`config.mk`:
```
export PLATFORM = sky130hd
export DESIGN_NAME = half_single_float_converter
export DESIGN_NICKNAME = d
export VERILOG_FILES = /design/src/hdl/hsfc_pkg.sv /design/src/hdl/hsfc_s2h.sv /design/src/hdl/hsfc_h2s.sv /design/src/hdl/half_single_float_converter.sv
export VERILOG_INCLUDE_DIRS = /design/src /design/src/hdl
export SDC_FILE = /design/constraint.sdc
export NUM_CORES = 1
export LEC_CHECK = 0
export BUFFER_PORTS_ARGS = -buffer_cell sky130_fd_sc_hd__buf_4
export CORE_ASPECT_RATIO = 0.8
export CORE_UTILIZATION = 35
export CTS_BUF_LIST = sky130_fd_sc_hd__clkbuf_4 sky130_fd_sc_hd__clkbuf_8 sky130_fd_sc_hd__clkbuf_16
export DETAILED_ROUTE_END_ITERATION = 12
export GPL_ROUTABILITY_DRIVEN = 0
export GPL_TIMING_DRIVEN = 0
export HOLD_SLACK_MARGIN = 0.02
export PLACE_DENSITY = 0.58
export SLEW_MARGIN = 20
export SYNTH_ARGS = -nofsm -noshare
export SYNTH_HDL_FRONTEND = slang
export SYNTH_HIERARCHICAL = 1
export SYNTH_SLANG_ARGS = --single-unit
```
`constraint.sdc`:
```
create_clock -name clk -period 7.1 [get_ports clk]
set_clock_uncertainty 0.1 [all_clocks]
set_input_delay 0.355 -clock clk [delete_from_list [all_inputs] [get_ports clk]]
set_output_delay 0.355 -clock clk [all_outputs]
set_load 0.02 [all_outputs]
```
`src/hdl/half_single_float_converter_assert.svh`:
```
// Assertion macros for the half/single float converter.
// Needs clk and rst_n in the scope of the module that uses them.
`ifndef HALF_SINGLE_FLOAT_CONVERTER_ASSERT_SVH
`define HALF_SINGLE_FLOAT_CONVERTER_ASSERT_SVH

// check a property on every rising clock edge outside reset
`define HSFC_ASSERT(label, prop, msg) \
    label: assert property (@(posedge clk) disable iff (!rst_n) (prop)) else $error(msg);

// check that a condition implies another in the next cycle
`define HSFC_ASSERT_NEXT(label, cond, conseq, msg) \
    label: assert property (@(posedge clk) disable iff (!rst_n) (cond) |=> (conseq)) \
        else $error(msg);

`endif

```
`src/hdl/hsfc_pkg.sv`:
```
// Shared types and constants for the half/single float converter.
// No dependencies.
package hsfc_pkg;

    localparam int DATA_W   = 32;
    localparam int HALF_W   = 16;

    typedef enum logic {
        OP_S2H = 1'b0,
        OP_H2S = 1'b1
    } op_t;

    localparam logic [14:0] HALF_INF_MAG  = 15'h7C00;
    localparam logic [15:0] HALF_NAN      = 16'hFE00;
    localparam logic [7:0]  SGL_EXP_ONES  = 8'hFF;
    localparam logic [4:0]  HALF_EXP_ONES = 5'h1F;
    localparam logic [7:0]  EXP_BIAS_DIFF = 8'd112;
    localparam logic [7:0]  EXP_OVF_MIN   = 8'd143;
    localparam logic [7:0]  EXP_SUB_MIN   = 8'd102;
    localparam logic [7:0]  SUB_SHIFT_M1  = 8'd125;

endpackage

```
`src/hdl/hsfc_s2h.sv`:
```
// Single to half conversion datapath, combinational.
// Depends on hsfc_pkg.
module hsfc_s2h
    import hsfc_pkg::*;
(
    input  logic [DATA_W-1:0] single_bits,
    output logic [HALF_W-1:0] half_bits
);

    logic        sgn;
    logic [7:0]  xe;
    logic [22:0] xm;
    logic [23:0] full;
    logic [7:0]  sh_m1_full;
    logic [23:0] shifted;
    logic [10:0] mag;
    logic [7:0]  hexp_full;
    logic [15:0] norm;

    always_comb
    begin
        sgn        = single_bits[31];
        xe         = single_bits[30:23];
        xm         = single_bits[22:0];
        full       = {1'b1, xm};
        sh_m1_full = SUB_SHIFT_M1 - xe;
        shifted    = full >> sh_m1_full[4:0];
        mag        = {1'b0, shifted[10:1]} + {10'b0, shifted[0]};
        hexp_full  = xe - EXP_BIAS_DIFF;
        norm       = {sgn, hexp_full[4:0], xm[22:13]} + {15'b0, xm[12]};

        if (xe == 8'd0)
        begin
            half_bits = {sgn, 15'b0};
        end
        else if (xe == SGL_EXP_ONES)
        begin
            half_bits = (xm == 23'd0) ? {sgn, HALF_INF_MAG} : HALF_NAN;
        end
        else if (xe >= EXP_OVF_MIN)
        begin
            half_bits = {sgn, HALF_INF_MAG};
        end
        else if (xe <= EXP_BIAS_DIFF)
        begin
            half_bits = (xe >= EXP_SUB_MIN) ? {sgn, 4'b0, mag} : {sgn, 15'b0};
        end
        else
        begin
            half_bits = norm;
        end
    end

endmodule

```
`src/hdl/hsfc_h2s.sv`:
```
// Half to single conversion datapath with leading-zero count, combinational.
// Depends on hsfc_pkg.
module hsfc_h2s
    import hsfc_pkg::*;
(
    input  logic [HALF_W-1:0] half_bits,
    output logic [DATA_W-1:0] single_bits
);

    logic        sgn;
    logic [4:0]  he;
    logic [9:0]  hm;
    logic [3:0]  lz;
    logic [10:0] mant_sh;
    logic [7:0]  sub_exp;
    logic [7:0]  norm_exp;

    always_comb
    begin
        sgn = half_bits[15];
        he  = half_bits[14:10];
        hm  = half_bits[9:0];

        lz = 4'd0;
        for (int i = 0; i < 10; i++)
        begin
            if (hm[i])
            begin
                lz = 4'(9 - i);
            end
        end

        mant_sh  = {hm, 1'b0} << lz;
        sub_exp  = EXP_BIAS_DIFF - {4'b0, lz};
        norm_exp = {3'b0, he} + EXP_BIAS_DIFF;

        if (half_bits[14:0] == 15'd0)
        begin
            single_bits = {sgn, 31'b0};
        end
        else if (he == 5'd0)
        begin
            single_bits = {sgn, sub_exp, mant_sh[9:0], 13'b0};
        end
        else if (he == HALF_EXP_ONES)
        begin
            single_bits = (hm == 10'd0) ? {sgn, SGL_EXP_ONES, 23'b0} : 32'd0;
        end
        else
        begin
            single_bits = {sgn, norm_exp, hm, 13'b0};
        end
    end

endmodule

```
`src/hdl/half_single_float_converter.sv`:
```
// Half/single float converter: one operand per beat. Input register,
// combinational conversion logic, result register; one beat per cycle
// sustained throughput while result_ready is high. The input register can
// take a new beat while an earlier result waits in the result register.
// Reset clears both valid flags; no sweep.
// Depends on hsfc_pkg, hsfc_s2h, hsfc_h2s and the assertion header.
`include "half_single_float_converter_assert.svh"

module half_single_float_converter
    import hsfc_pkg::*;
(
    input  logic              clk,
    input  logic              rst_n,
    input  logic              item_valid,
    output logic              item_ready,
    input  logic              opcode,
    input  logic [DATA_W-1:0] operand_bits,
    output logic              result_valid,
    input  logic              result_ready,
    output logic [DATA_W-1:0] result_bits
);

    logic              a_valid_reg, a_valid_next;
    op_t               a_op_reg;
    logic [DATA_W-1:0] a_bits_reg;
    logic              b_valid_reg, b_valid_next;
    logic [DATA_W-1:0] result_reg, result_next;
    logic              b_adv;
    logic              item_accept;
    logic [HALF_W-1:0] s2h_bits;
    logic [DATA_W-1:0] h2s_bits;

    hsfc_s2h u_s2h
    (
        .single_bits (a_bits_reg),
        .half_bits   (s2h_bits)
    );

    hsfc_h2s u_h2s
    (
        .half_bits   (a_bits_reg[HALF_W-1:0]),
        .single_bits (h2s_bits)
    );

    always_comb
    begin
        b_adv        = !b_valid_reg || result_ready;
        item_ready   = !a_valid_reg || b_adv;
        item_accept  = item_valid && item_ready;
        a_valid_next = item_accept ? 1'b1 : (b_adv ? 1'b0 : a_valid_reg);
        b_valid_next = b_adv ? a_valid_reg : b_valid_reg;
        result_next  = (a_op_reg == OP_S2H) ? {{(DATA_W-HALF_W){1'b0}}, s2h_bits} : h2s_bits;
    end

    always_ff @(posedge clk or negedge rst_n)
    begin
        if (!rst_n)
        begin
            a_valid_reg <= 1'b0;
            b_valid_reg <= 1'b0;
        end
        else
        begin
            a_valid_reg <= a_valid_next;
            b_valid_reg <= b_valid_next;
        end
    end

    always_ff @(posedge clk)
    begin
        if (item_accept)
        begin
            a_op_reg   <= op_t'(opcode);
            a_bits_reg <= operand_bits;
        end
        if (a_valid_reg && b_adv)
        begin
            result_reg <= result_next;
        end
    end

    assign result_valid = b_valid_reg;
    assign result_bits  = result_reg;

    `HSFC_ASSERT_NEXT(a_moves_to_b, a_valid_reg && b_adv, b_valid_reg, "staged beat lost")
    `HSFC_ASSERT_NEXT(a_holds, a_valid_reg && !b_adv,
        a_valid_reg && $stable(a_bits_reg), "input stage changed while blocked")
    `HSFC_ASSERT_NEXT(half_upper_zero, a_valid_reg && b_adv && a_op_reg == OP_S2H,
        result_reg[DATA_W-1:HALF_W] == '0, "half result has upper bits set")
    `HSFC_ASSERT_NEXT(half_nan_zero,
        a_valid_reg && b_adv && a_op_reg == OP_H2S && a_bits_reg[14:10] == HALF_EXP_ONES
        && a_bits_reg[9:0] != 10'd0, result_reg == '0, "half NaN not mapped to +0")

endmodule
```
After elaboration in Yosys (flattened, before gate mapping)
Cells that the tools add are included.
{ "word_totals": {"regBits": 67, "latchBits": 0, "mem_bits_rw": 0, "romBits": 0, "in_bits": 37, "output_inout_bits": 34, "elab_cells": 57, "memories": 0} }
{ "classes": {"add_sub_neg": 6, "multipliers": 0, "div_mod_pow": 0, "magnitude_cmp": 3, "n_eq_ne": 2, "n_shift": 2, "n_mux": 23, "n_bitwise": 1, "reduce_logical": 13} }
{ "op_table": {"columns": ["op", "count"], "rows": [
  ["$mux 32", 4],
  ["$mux 16", 6],
  ["$mux 4", 10],
  ["$shr 24x5->11", 1],
  ["$logic_not 23->1", 1],
  ["$add 16x1->16", 1],
  ["$logic_not 15->1", 1],
  ["$add 10x1->11", 1],
  ["$mux 11", 1],
  ["$shl 11x4->10", 1],
  ["$logic_not 10->1", 1],
  ["$add 5x7->8 const B", 1],
  ["$eq 8x8->1 const B", 1],
  ["$ge 8x7->1 const B", 1],
  ["$ge 8x8->1 const B", 1],
  ["$le 8x7->1 const B", 1],
  ["$logic_not 8->1", 1],
  ["$sub 7x4->8 const A", 1],
  ["$eq 5x5->1 const B", 1],
  ["$logic_not 5->1", 1],
  ["$sub 5x5->5 const A", 1],
  ["$sub 5x5->5 const B", 1],
  ["$logic_and 1x1->1", 2],
  ["$logic_not 1->1", 2],
  ["5 further kinds", 7]
]} }

Depth between registers and ports, before layout
Gate-level depths: netlist (run 1).
{ "depth": {"word_depth": 14, "depth_mapped": 16, "mapped_depth_nobuf": 13} }

Hierarchy
Netlist (run 1), hierarchy kept.
{ "modules_own_cells": {"columns": ["module", "n_inst", "cells_each", "area_per_inst_um2", "seq_area_each_um2"], "rows": [
  ["half_single_float_converter", 1, 108, 2348.5, 2001.9],
  ["hsfc_s2h", 1, 270, 2134.5, 0.0],
  ["hsfc_h2s", 1, 142, 978.4, 0.0]
]} }

Worst setup path before layout (run 1)
No wires, ideal clock.
{ "synth_path": {"path_kind": "reg-to-reg", "from": "register a_bits_reg[24]", "to": "register result_reg[8] (netlist: result_bits[8]), data pin", "setup_time_ns": 0.260, "arrival_ns": 3.497, "t_required_ns": 6.740, "slack_ns": 3.243, "stages_incl_launch_ff": 17, "path_buffers": 3, "period_less_slack_ns": 3.857, "path_cell_list": "edfxtp_1 inv_1 clkbuf_1 ha_1 clkbuf_1 inv_1 clkbuf_1 nand2_1 a21oi_1 a21oi_1 o21ai_0 ha_1 o31ai_2 nor4_4 mux2i_1 nand3b_1 mux2_2"} }
{ "synth_via": {"elab_chain_cells": 9, "elab_cells_between_ends": 14, "classes_between": "add/sub (2); order compare (3); eq/ne (1); shift (1); mux (6); reduce/logical (1)"} }
{ "synth_rtl": {"columns": ["item", "line", "rtl"], "rows": [
  ["start, declared", "half_single_float_converter.sv:25", "logic [DATA_W-1:0] a_bits_reg;"],
  ["start signal, assigned", "half_single_float_converter.sv:74", "a_bits_reg <= operand_bits;"],
  ["$sub 5x5->5", "hsfc_s2h.sv:26", "sh_m1_full = SUB_SHIFT_M1 - xe;"],
  ["$shr 24x5->11", "hsfc_s2h.sv:27", "shifted = full >> sh_m1_full[4:0];"],
  ["$add 10x1->11", "hsfc_s2h.sv:28", "mag = {1'b0, shifted[10:1]} + {10'b0, shifted[0]};"],
  ["$mux 11", "hsfc_s2h.sv:46", "half_bits = (xe >= EXP_SUB_MIN) ? {sgn, 4'b0, mag} : {sgn, 15'b0};"],
  ["$mux 16", "hsfc_s2h.sv:44", "else if (xe <= EXP_BIAS_DIFF)"],
  ["$mux 16", "hsfc_s2h.sv:40", "else if (xe >= EXP_OVF_MIN)"],
  ["$mux 16", "hsfc_s2h.sv:36", "else if (xe == SGL_EXP_ONES)"],
  ["$mux 16 *", "hsfc_s2h.sv:32", "if (xe == 8'd0)"],
  ["net s2h_bits[8]", "half_single_float_converter.sv:30", "logic [HALF_W-1:0] s2h_bits;"],
  ["$mux 16 *", "half_single_float_converter.sv:52", "result_next = (a_op_reg == OP_S2H) ? {{(DATA_W-HALF_W){1'b0}}, s2h_bits} : h2s_bits;"],
  ["net result_next[8]", "half_single_float_converter.sv:27", "logic [DATA_W-1:0] result_reg, result_next;"],
  ["end signal, assigned", "half_single_float_converter.sv:78", "result_reg <= result_next;"],
  ["end, declared", "half_single_float_converter.sv:27", null]
]} }
The timed path passes the listed nets; every way through them passes the cells marked *.
A chain may end at the register's enable or synchronous reset.

Worst setup path after layout (run 1)
Ends and elaborated chain as after synthesis.

==> flow_summary.json, run 1 <==
{
  "finalHoldViolCount": 0,
  "die_x_um": 141.7,
  "status": "completed",
  "wl_per_cell_um": 17.04,
  "antenna_found_initial": 0,
  "synthDominantCellAreaShare_pct": 35.74,
  "setup_violations": 0,
  "clock_sinks": 67,
  "fin_area_mm2": 0.006606,
  "overflow": 0,
  "synth_top_family_by_area": "simple AND/OR/NAND/NOR gates",
  "nFillCells": 1462,
  "r2r-start": "a_bits_reg[24]",
  "powerDensity_mw_per_mm2": 193.9,
  "fin_crit_ns": 4.833,
  "postSynth.topFlopCell": "edfxtp_1",
  "cts_resized": 0,
  "num_vias": 4497,
  "insertedDiodeCount": 0,
  "synth_compound_area_share_pct": 13.65,
  "io_buffers": 70,
  "crit_path_end_kind": "flop",
  "gr-usage-all-layers_pct": 18.63,
  "ys_ff_latch": 67,
  "seq_area_frac_synth_pct": 36.66,
  "synth_edf_count": 65,
  "setup_ws_ns": 2.267,
  "route.detailed.drc": 0,
  "grt_pass1_vias": 4233,
  "hold_ws_ns": 0.08481,
  "hpwl_um": 10800,
  "yosys.area_share.simple_pct": 20.41,
  "cp_max_fo": 10,
  "synth_xor_area_share_pct": 3.505,
  "layout-drive-gt1-share_pct": 31.07,
  "dieArea_mm2": 0.01611,
  "synth_warnings": 6,
  "h-tree-depth": 3,
  "cts_buffers": 9,
  "yosysTopAreaCell": "edfxtp_1",
  "wl_um": 14110,
  "cts_buffer_depth": 2,
  "p_leak_nw": 2.511,
  "rrSetupSlack_ns": 2.27,
  "grt_pass1_wl_um": 22780,
  "rsz0062_at_grt": "no",
  "power.total_mw": 1.281,
  "crit_type": "flop to flop",
  "initial_core_util_pct": 36.13,
  "tightest_slew_ns": 0.7478,
  "yosys-mux-area-fraction_pct": 16.22,
  "fmax_ghz": 0.2069,
  "hold_class": "primary input to flop",
  "final_antenna_net_count": 0,
  "die_y_um": 113.7,
  "critPathCapture": "result_bits[8]",
  "drv_cap": 0,
  "insertion_delay_ns": 0.34,
  "clockRootBuffer": "clkbuf_16",
  "worstRegToRegCells": 16,
  "fin_crit_sh_pct": 68.08,
  "placed_area_mm2": 0.006325,
  "relSlewSlack_pct": 50.15,
  "finalMaxSlewViolations": 0,
  "synthDistinctLibCells": 73,
  "cts_tree": "built",
  "synth_commonest_cells": "edfxtp_1 (65), nand2_1 (42), nor2_1 (29)",
  "crit_required_ns": 7.10,
  "peakVddDrop_v": 0.0001211,
  "yosysMostFrequentCell": "edfxtp_1",
  "final_nets": 660,
  "cp-startpoint": "a_bits_reg[24]",
  "grt_start_max_net_pins": 33,
  "fp-row-count": 40,
  "start_kind": "flop",
  "synth_area_leaders": "edfxtp_1 (36%), mux4_2 (7.0%), mux2_2 (5.4%)",
  "clk_pin_slew_ns": 0.06,
  "firstDrtPassIters": 5,
  "ios": 71,
  "place_ws_ns": 2.288,
  "cp.arrival_ns": 4.83,
  "avgSynthCellArea_um2": 10.50,
  "netlist_instances": 520,
  "async_flop_share_pct": 2.985,
  "tns_ns": 0,
  "core_area_mm2": 0.01511,
  "r2r_end": "result_bits[8]",
  "via_per_inst": 5.431,
  "drt_iter0_drc": 568,
  "syn_area_mm2": 0.005461,
  "synthAdderAreaFrac_pct": 1.833,
  "area_delta_synth_final_pct": 20.96
}
==> cells in the final DEF (no fill, tap or decap), types with 10 or more instances in the layout <==
master / instances
inv_1: 15
and2_1: 23
mux2i_1: 21
buf_4: 89
nor2_1: 29
conb_1: 13
clkbuf_1: 15
a21oi_1: 14
edfxtp_1: 65
nor3_1: 19
nand2_1: 42
mux4_2: 17
nand3_1: 15
o21ai_0: 19
xnor2_1: 12
mux2_2: 26
buf_6: 10
==> worst min path at each step <==
stage                          start             end  cells past startpoint
floorplan                      rst_n     a_valid_reg                      0
global placement               rst_n    result_valid                      1
detailed placement             rst_n    result_valid                      1
CTS                 operand_bits[21]  a_bits_reg[21]                      1
global route        operand_bits[19]  a_bits_reg[19]                      1
finish              operand_bits[22]  a_bits_reg[22]                      1
==> area by class of cell <==
cell class / instances / area [um^2] / area share (%)
flip-flops and latches: 67 / 2002 / 30.30
multi-input cells: 398 / 3089 / 46.76
well taps: 210 / 262.8 / 3.977
clock inverters: 5 / 46.29 / 0.7008
repair buffers: 72 / 563.0 / 8.523
clock buffers: 9 / 225.2 / 3.409
inverters: 15 / 56.30 / 0.8523
plain buffers: 52 / 361.6 / 5.473
==> routing by layer <==
layer	vias up	share of wire, %	wire length, um	track usage (%)
li1	2128	-	-	-
met4	0	1.3	186	6.380
met5	-	0	0	0
met2	214	42	5926	26.40
met1	2141	48	6733	27.10
met3	14	8.9	1261	5.122
==> timing repair <==
action / in CTS / in global routing
hold buffers: 1 / 0
setup buffers: 0 / 0
hold endpoints to repair: 2 / 0
==> critical path, cell delays in order (launching register included) <==
cell and delay, ns:
edfxtp_1 0.50, inv_1 0.18, clkbuf_1 0.43, ha_1 0.41, clkbuf_1 0.28, inv_1 0.15
clkbuf_1 0.39, nand2_1 0.09, a21oi_1 0.17, a21oi_1 0.05, o21ai_0 0.42, ha_1 0.26
o31ai_2 0.11, nor4_4 0.45, mux2i_1 0.23, nand3b_1 0.10, mux2_2 0.26
==> cell families (layout without fill, tap and decap cells) <==
group	after synthesis	count (layout)
AND/OR/NAND/NOR	193	193
AO/OA/AOI/OAI	99	99
flip-flops	67	67
buffers and inverters	67	153
multiplexers	64	64
XOR/XNOR	21	21
adder cells (fa/ha/maj)	8	8
other	1	13
==> where the power goes <==
group	total, mW	internal [mW]	switching [mW]
sequential	0.501	0.474	0.0273
combinational	0.360	0.161	0.200
clock	0.420	0.263	0.157
total	1.28	0.897	0.383
==> per-stage QoR <==
step | util, % | instances
3_5_place_dp | 41.85 | 813
5_1_grt | 43.71 | 828
3_3_place_gp | 41.65 | 812
2_1_floorplan | - | 532
4_1_cts | 43.71 | 828
6_report | 43.71 | 828
Power figures use the tool's default switching activity.
==> inputs of run 2 (changes only) <==
--- a/config.mk
+++ b/config.mk
@@ -6,6 +6,7 @@
 export SDC_FILE = /design/constraint.sdc
 export NUM_CORES = 1
 export LEC_CHECK = 0
+export ABC_AREA = 1
 export BUFFER_PORTS_ARGS = -buffer_cell sky130_fd_sc_hd__buf_4
 export CORE_ASPECT_RATIO = 0.8
 export CORE_UTILIZATION = 35
@@ -14,7 +15,7 @@
 export GPL_ROUTABILITY_DRIVEN = 0
 export GPL_TIMING_DRIVEN = 0
 export HOLD_SLACK_MARGIN = 0.02
-export PLACE_DENSITY = 0.58
+export PLACE_DENSITY = 0.6
 export SLEW_MARGIN = 20
 export SYNTH_ARGS = -nofsm -noshare
 export SYNTH_HDL_FRONTEND = slang
==> constraint.sdc (replaced) <==
create_clock -name clk -period 4.1 [get_ports clk]
set_clock_uncertainty 0.1 [all_clocks]
set_input_delay 0.205 -clock clk [delete_from_list [all_inputs] [get_ports clk]]
set_output_delay 0.205 -clock clk [all_outputs]
set_load 0.02 [all_outputs]
==> flow_summary.json, run 2 <==
{
  "r2r-start": "a_bits_reg[24]",
  "synth_commonest_cells": "nand2_1 (219), nand3_1 (95), inv_1 (88)",
  "grt_use_met1_pct": 30.41,
  "grtUsageMet3_pct": 4.359,
  "final_nets": 919,
  "fin_crit_sh_pct": 90.89,
  "synth_edf_count": 65,
  "cts_buffer_depth": 2,
  "critPathMaxStageDelay_ns": 0.40,
  "powerDensity_mw_per_mm2": 324.1,
  "worstRegToRegCells": 22,
  "status": "completed",
  "num_vias": 5268,
  "syn_area_mm2": 0.005421,
  "overflow": 0,
  "cts_tree": "built",
  "antenna_found_initial": 0,
  "cp_max_fo": 10,
  "placedCellCount": 1038,
  "top_usage_layer": "met1",
  "cp.arrival_ns": 3.79,
  "tns_ns": 0,
  "wl_per_cell_um": 13.67,
  "hold_class": "primary input to flop",
  "rrSetupSlack_ns": 0.37,
  "yosysTopAreaCell": "edfxtp_1",
  "io_buffers": 70,
  "crit_required_ns": 4.16,
  "insertedDiodeCount": 0,
  "peakVddDrop_v": 0.0002263,
  "hold_ws_ns": 0.04716,
  "fin_area_mm2": 0.006943,
  "stdcell_count": 1089,
  "relSlewSlack_pct": 51.13,
  "cts_buffers": 9,
  "hold_path_depth": 4,
  "gr-usage-met2_pct": 28.84,
  "rsz0062_at_grt": "no",
  "clockRootBuffer": "clkbuf_16",
  "drt_iter0_drc": 431,
  "ios": 71,
  "area_delta_synth_final_pct": 28.06,
  "finalHoldViolCount": 0,
  "tightest_slew_ns": 0.7320,
  "netlist_instances": 745,
  "layout-drive-gt1-share_pct": 21.96,
  "path_cells": "buf_4, inv_4, buf_4, ha_1, buf_2, inv_1, clkbuf_4, nand3_1, o21ai_1, nand2_1, nand2_1, nand2_1, o21ai_0, ha_2, nand3_2, nor2_4, inv_1, o21ai_1, nand3_1, a21oi_1, inv_1, o21ai_0",
  "postSynth.topFlopCell": "edfxtp_1",
  "drv_cap": 0,
  "min_from": "result_ready",
  "wl_um": 14890,
  "clock_sinks": 67,
  "final_antenna_net_count": 0,
  "die_y_um": 113.3,
  "layout_common_cells": "nand2_1 (219), nand3_1 (95), buf_4 (89), inv_1 (87), edfxtp_1 (65)",
  "ys_ff_latch": 67,
  "die_x_um": 141.2,
  "r2r_end": "result_bits[7]",
  "fmax_ghz": 0.2684,
  "crit_type": "flop to flop",
  "initial_core_util_pct": 35.99,
  "h-tree-depth": 3,
  "crit_path_end_kind": "flop",
  "start_kind": "flop",
  "synthDistinctLibCells": 52,
  "gr-usage-all-layers_pct": 20.31,
  "synth_warnings": 6,
  "p_leak_nw": 3.287,
  "async_flop_share_pct": 2.985,
  "insertion_delay_ns": 0.35,
  "synthDominantCellAreaShare_pct": 36.00,
  "layout_commonest_cell": "nand2_1",
  "dieArea_mm2": 0.01600,
  "route.detailed.drc": 0,
  "cp-startpoint": "a_bits_reg[24]",
  "seq_area_frac_synth_pct": 36.93,
  "avgSynthCellArea_um2": 7.277,
  "grt_start_max_net_pins": 34,
  "cpMaxStageDelayCell": "edfxtp_1",
  "clk_pin_slew_ns": 0.06,
  "fp-row-count": 40,
  "yosysMostFrequentCell": "nand2_1",
  "grt_pass1_vias": 4903,
  "placed_area_mm2": 0.006294,
  "via_per_inst": 4.837,
  "hpwl_um": 11290,
  "worstHoldEndpoint": "result_valid",
  "setup_violations": 0,
  "grt_pass1_wl_um": 25010,
  "synth_area_leaders": "edfxtp_1 (36%), nand2_1 (15%), nand3_1 (8.8%)",
  "finalMaxSlewViolations": 0,
  "fin_crit_ns": 3.726,
  "firstDrtPassIters": 5,
  "core_area_mm2": 0.01506
}
==> run 2: cell count changes after synthesis, sizes merged, moves of 24 or more <==
cell,before,now
inv,15,99
nand2,42,239
mux2,26,0
nand3,15,103
nor2,31,61
and2,25,1
==> run 2: cell type report <==
cell class	instances	area, um^2
multi-input cells	547	2771
well taps	210	262.8
flip-flops and latches	67	2002
repair buffers	106	903.4
inverters	100	387.9
plain buffers	43	321.6
clock inverters	7	68.82
clock buffers	9	225.2
fillers	1540	8122
==> run 2: cells by family after synthesis <==
| logic type | count (synthesis) | share of synthesized area (%) |
|---|---|---|
| AND/OR/NAND/NOR | 430 | 36.88 |
| buffers and inverters | 143 | 13.04 |
| AO/OA/AOI/OAI | 92 | 10.25 |
| flip-flops | 67 | 36.93 |
| adder cells (fa/ha/maj) | 8 | 1.846 |
| XOR/XNOR | 4 | 0.9925 |
| other | 1 | 0.06917 |
==> run 2: power by group <==
| group | internal, mW | switching [mW] | total [mW] |
|---|---|---|---|
| combinational | 0.243 | 0.378 | 0.621 |
| clock | 0.468 | 0.299 | 0.767 |
| sequential | 0.819 | 0.0441 | 0.863 |
| total | 1.53 | 0.721 | 2.25 |
==> run 2: routing by layer <==
metal | wire length [um] | vias up
li1 | - | 2693
met1 | 7611 | 2360
met2 | 5892 | 200
met3 | 1171 | 15
met4 | 210 | 0
met5 | 0 | -
==> run 2: how the worst max path moves through the flow <==
stage                          end
floorplan           result_bits[3]
global placement    result_bits[7]
detailed placement  result_bits[7]
CTS                 result_bits[7]
global route        result_bits[7]
finish              result_bits[7]
==> run 2: metrics by stage <==
stage | util [%] | total power [mW] | setup WS [ns]
final | 46.09 | 2.250 | 0.3736
after global placement | 41.52 | 1.452 | 0.4723
after global routing | 46.09 | 2.379 | 0.04289
after floorplan | - | 1.272 | 1.032
after CTS | 46.05 | 2.259 | 0.3996
after detailed placement | 41.78 | 1.460 | 0.4176
==> run 2: repair_timing <==
| item | in CTS | in global routing |
|---|---|---|
| hold buffers | 35 | 0 |
| gates resized for setup | 0 | 2 |
| endpoints found under the hold margin | 36 | 0 |
| setup endpoints to repair | 0 | 1 |
| buffers inserted | 0 | 0 |
==> run 2: worst max-delay path, delay by kind of cell, from the launching register on <==
kind / cells / cell delay (ns)
AND/OR/NAND/NOR: 7 / 0.64
flip-flops: 1 / 0.40
adder cells (fa/ha/maj): 2 / 0.50
buffers and inverters: 8 / 1.13
AO/OA/AOI/OAI: 5 / 0.77
==> inputs of run 3 (changes only) <==
--- a/config.mk
+++ b/config.mk
@@ -8,14 +8,16 @@
 export LEC_CHECK = 0
 export ABC_AREA = 1
 export BUFFER_PORTS_ARGS = -buffer_cell sky130_fd_sc_hd__buf_4
+export CELL_PAD_IN_SITES_DETAIL_PLACEMENT = 0
+export CELL_PAD_IN_SITES_GLOBAL_PLACEMENT = 2
 export CORE_ASPECT_RATIO = 0.8
-export CORE_UTILIZATION = 35
+export CORE_UTILIZATION = 30
 export CTS_BUF_LIST = sky130_fd_sc_hd__clkbuf_4 sky130_fd_sc_hd__clkbuf_8 sky130_fd_sc_hd__clkbuf_16
 export DETAILED_ROUTE_END_ITERATION = 12
 export GPL_ROUTABILITY_DRIVEN = 0
 export GPL_TIMING_DRIVEN = 0
 export HOLD_SLACK_MARGIN = 0.02
-export PLACE_DENSITY = 0.6
+export PLACE_DENSITY = 0.82
 export SLEW_MARGIN = 20
 export SYNTH_ARGS = -nofsm -noshare
 export SYNTH_HDL_FRONTEND = slang
==> flow_summary.json, run 3 (synthesis gave the netlist of run 2 again) <==
{
  "status": "complete, but fails checks",
  "violations": "design-rule violations",
  "initial_core_util_pct": 31.01,
  "crit_path_end_kind": "flop",
  "fmax_ghz": 0.2643,
  "gr-usage-all-layers_pct": 19.18,
  "finalHoldViolCount": 0,
  "grt_pass1_vias": 5082,
  "cts_setup_buffers": 0,
  "cts_buffer_depth": 2,
  "crit_type": "flop to flop",
  "ios": 71,
  "layout_common_cells": "nand2_1 (219), nand3_1 (95), buf_4 (89), inv_1 (87), edfxtp_1 (65)",
  "io_buffers": 70,
  "grt_start_max_net_pins": 34,
  "drt_iter0_drc": 417,
  "finalMaxSlewViolations": 0,
  "area_delta_synth_final_pct": 28.83,
  "drv_cap": 0,
  "grt_pass1_wl_um": 27140,
  "route.detailed.drc": 5,
  "via_per_inst": 4.832,
  "tns_ns": 0,
  "fp-row-count": 43,
  "firstDrtPassIters": 11,
  "insertedDiodeCount": 0,
  "cts_buffers": 9,
  "rsz0062_at_grt": "no",
  "setup_violations": 0,
  "clock_sinks": 67,
  "die_x_um": 152.3,
  "layout_commonest_cell": "nand2_1",
  "crit_required_ns": 4.19,
  "wl_um": 17020,
  "wl_per_cell_um": 15.42,
  "overflow": 0,
  "clk_pin_slew_ns": 0.06,
  "final_antenna_net_count": 0,
  "p_leak_nw": 3.301,
  "die_y_um": 122.2,
  "hold_class": "primary input to flop",
  "clockRootBuffer": "clkbuf_16",
  "fin_crit_sh_pct": 92.29,
  "final_nets": 919,
  "power.total_mw": 2.350,
  "dieArea_mm2": 0.01862,
  "peakVddDrop_v": 0.0001843,
  "worstRegToRegCells": 19,
  "cts_tree": "built",
  "nFillCells": 1816,
  "cp_max_fo": 10,
  "hold_path_depth": 4,
  "antenna_found_initial": 0,
  "cp.arrival_ns": 3.87,
  "layout-drive-gt1-share_pct": 21.96,
  "tightest_slew_ns": 0.7484,
  "powerDensity_mw_per_mm2": 336.5,
  "h-tree-depth": 3,
  "num_vias": 5335,
  "insertion_delay_ns": 0.34,
  "relSlewSlack_pct": 50.03,
  "core_area_mm2": 0.01749,
  "hpwl_um": 13180,
  "fin_crit_ns": 3.784,
  "start_kind": "flop"
}
==> run 3: cell count changes in the layout (fill, tap and decap cells not counted) <==
cell        previous run  this run
clkinv_2               2         0
inv_6                  0         2
buf_16                 1         0
buf_8                  1         2
bufinv_16              1         2
clkinvlp_4             1         0
ha_1                   7         8
ha_2                   1         0
o311ai_0               1         0
o311ai_2               0         1
==> run 3: final cells by class <==
type / instances / area (um^2) / area share, %
Buffer: 43 / 321.6 / 4.604
Clock inverter: 7 / 98.84 / 1.415
Multi-Input combinational cell: 547 / 2776 / 39.75
Tap cell: 225 / 281.5 / 4.031
Inverter: 100 / 387.9 / 5.554
Clock buffer: 9 / 225.2 / 3.225
Sequential cell: 67 / 2002 / 28.66
Timing Repair Buffer: 106 / 890.9 / 12.76
==> run 3: final timing paths <==
check	startpoint	to	slack, ns
max	a_bits_reg[24]	result_bits[3]	0.32
min reg2reg	a_valid_reg	result_valid	0.42
min	result_ready	result_valid	0.07
max reg2reg	a_bits_reg[24]	result_bits[3]	0.32
min in group asynchronous	rst_n	result_valid	0.09
max in group asynchronous	rst_n	a_valid_reg	3.72
==> run 3: worst max-delay path, stage by stage, from the launching register on <==
cell and delay, ns:
edfxtp_1 0.36, buf_4 0.22, inv_4 0.09, buf_4 0.19, ha_1 0.28, buf_2 0.24, clkbuf_4 0.28, o211ai_1 0.15
o21ai_0 0.25, nand2_1 0.13, nand2_1 0.08, o21ai_0 0.13, ha_1 0.25, nand3_2 0.11, inv_1 0.06, a21oi_1 0.11
o21ai_0 0.09, a211oi_1 0.30, inv_1 0.07, o21ai_0 0.15
==> run 3: what timing repair did <==
action / CTS / global route
setup endpoints to repair: 0 / 3
hold buffers: 35 / 0
gates resized for setup: 0 / 3
endpoints found under the hold margin: 36 / 0
==> run 3: stage by stage <==
| stage | std cells | area, um^2 | hold slack (ns) | util (%) | worst slack, ns |
|---|---|---|---|---|---|
| final | 1104 | 6984 | 0.06572 | 39.94 | 0.3160 |
| after global routing | 1104 | 6984 | 0.08079 | 39.94 | 0.03813 |
| after CTS | 1104 | 6974 | 0.05251 | 39.89 | 0.1315 |
| after detailed placement | 1053 | 6300 | -0.1111 | 36.03 | 0.1461 |
| after global placement | 1052 | 6274 | -0.1128 | 35.88 | 0.2147 |
| after floorplan | 757 | 5466 | -0.1906 | - | 1.032 |
==> run 3: metal layers <==
metal  vias up  share of wire (%)  track usage, %
li1       2687                  -               -
met1      2451                 48           26.90
met2       179                 43           29.84
met3        18                7.5           4.343
met4         0                1.1           4.719
met5         -                  0               0
==> run 3: report_power, final <==
part           switching (mW)  internal (mW)
combinational           0.393          0.243
clock                   0.312          0.536
sequential             0.0477          0.818
total                   0.753           1.60
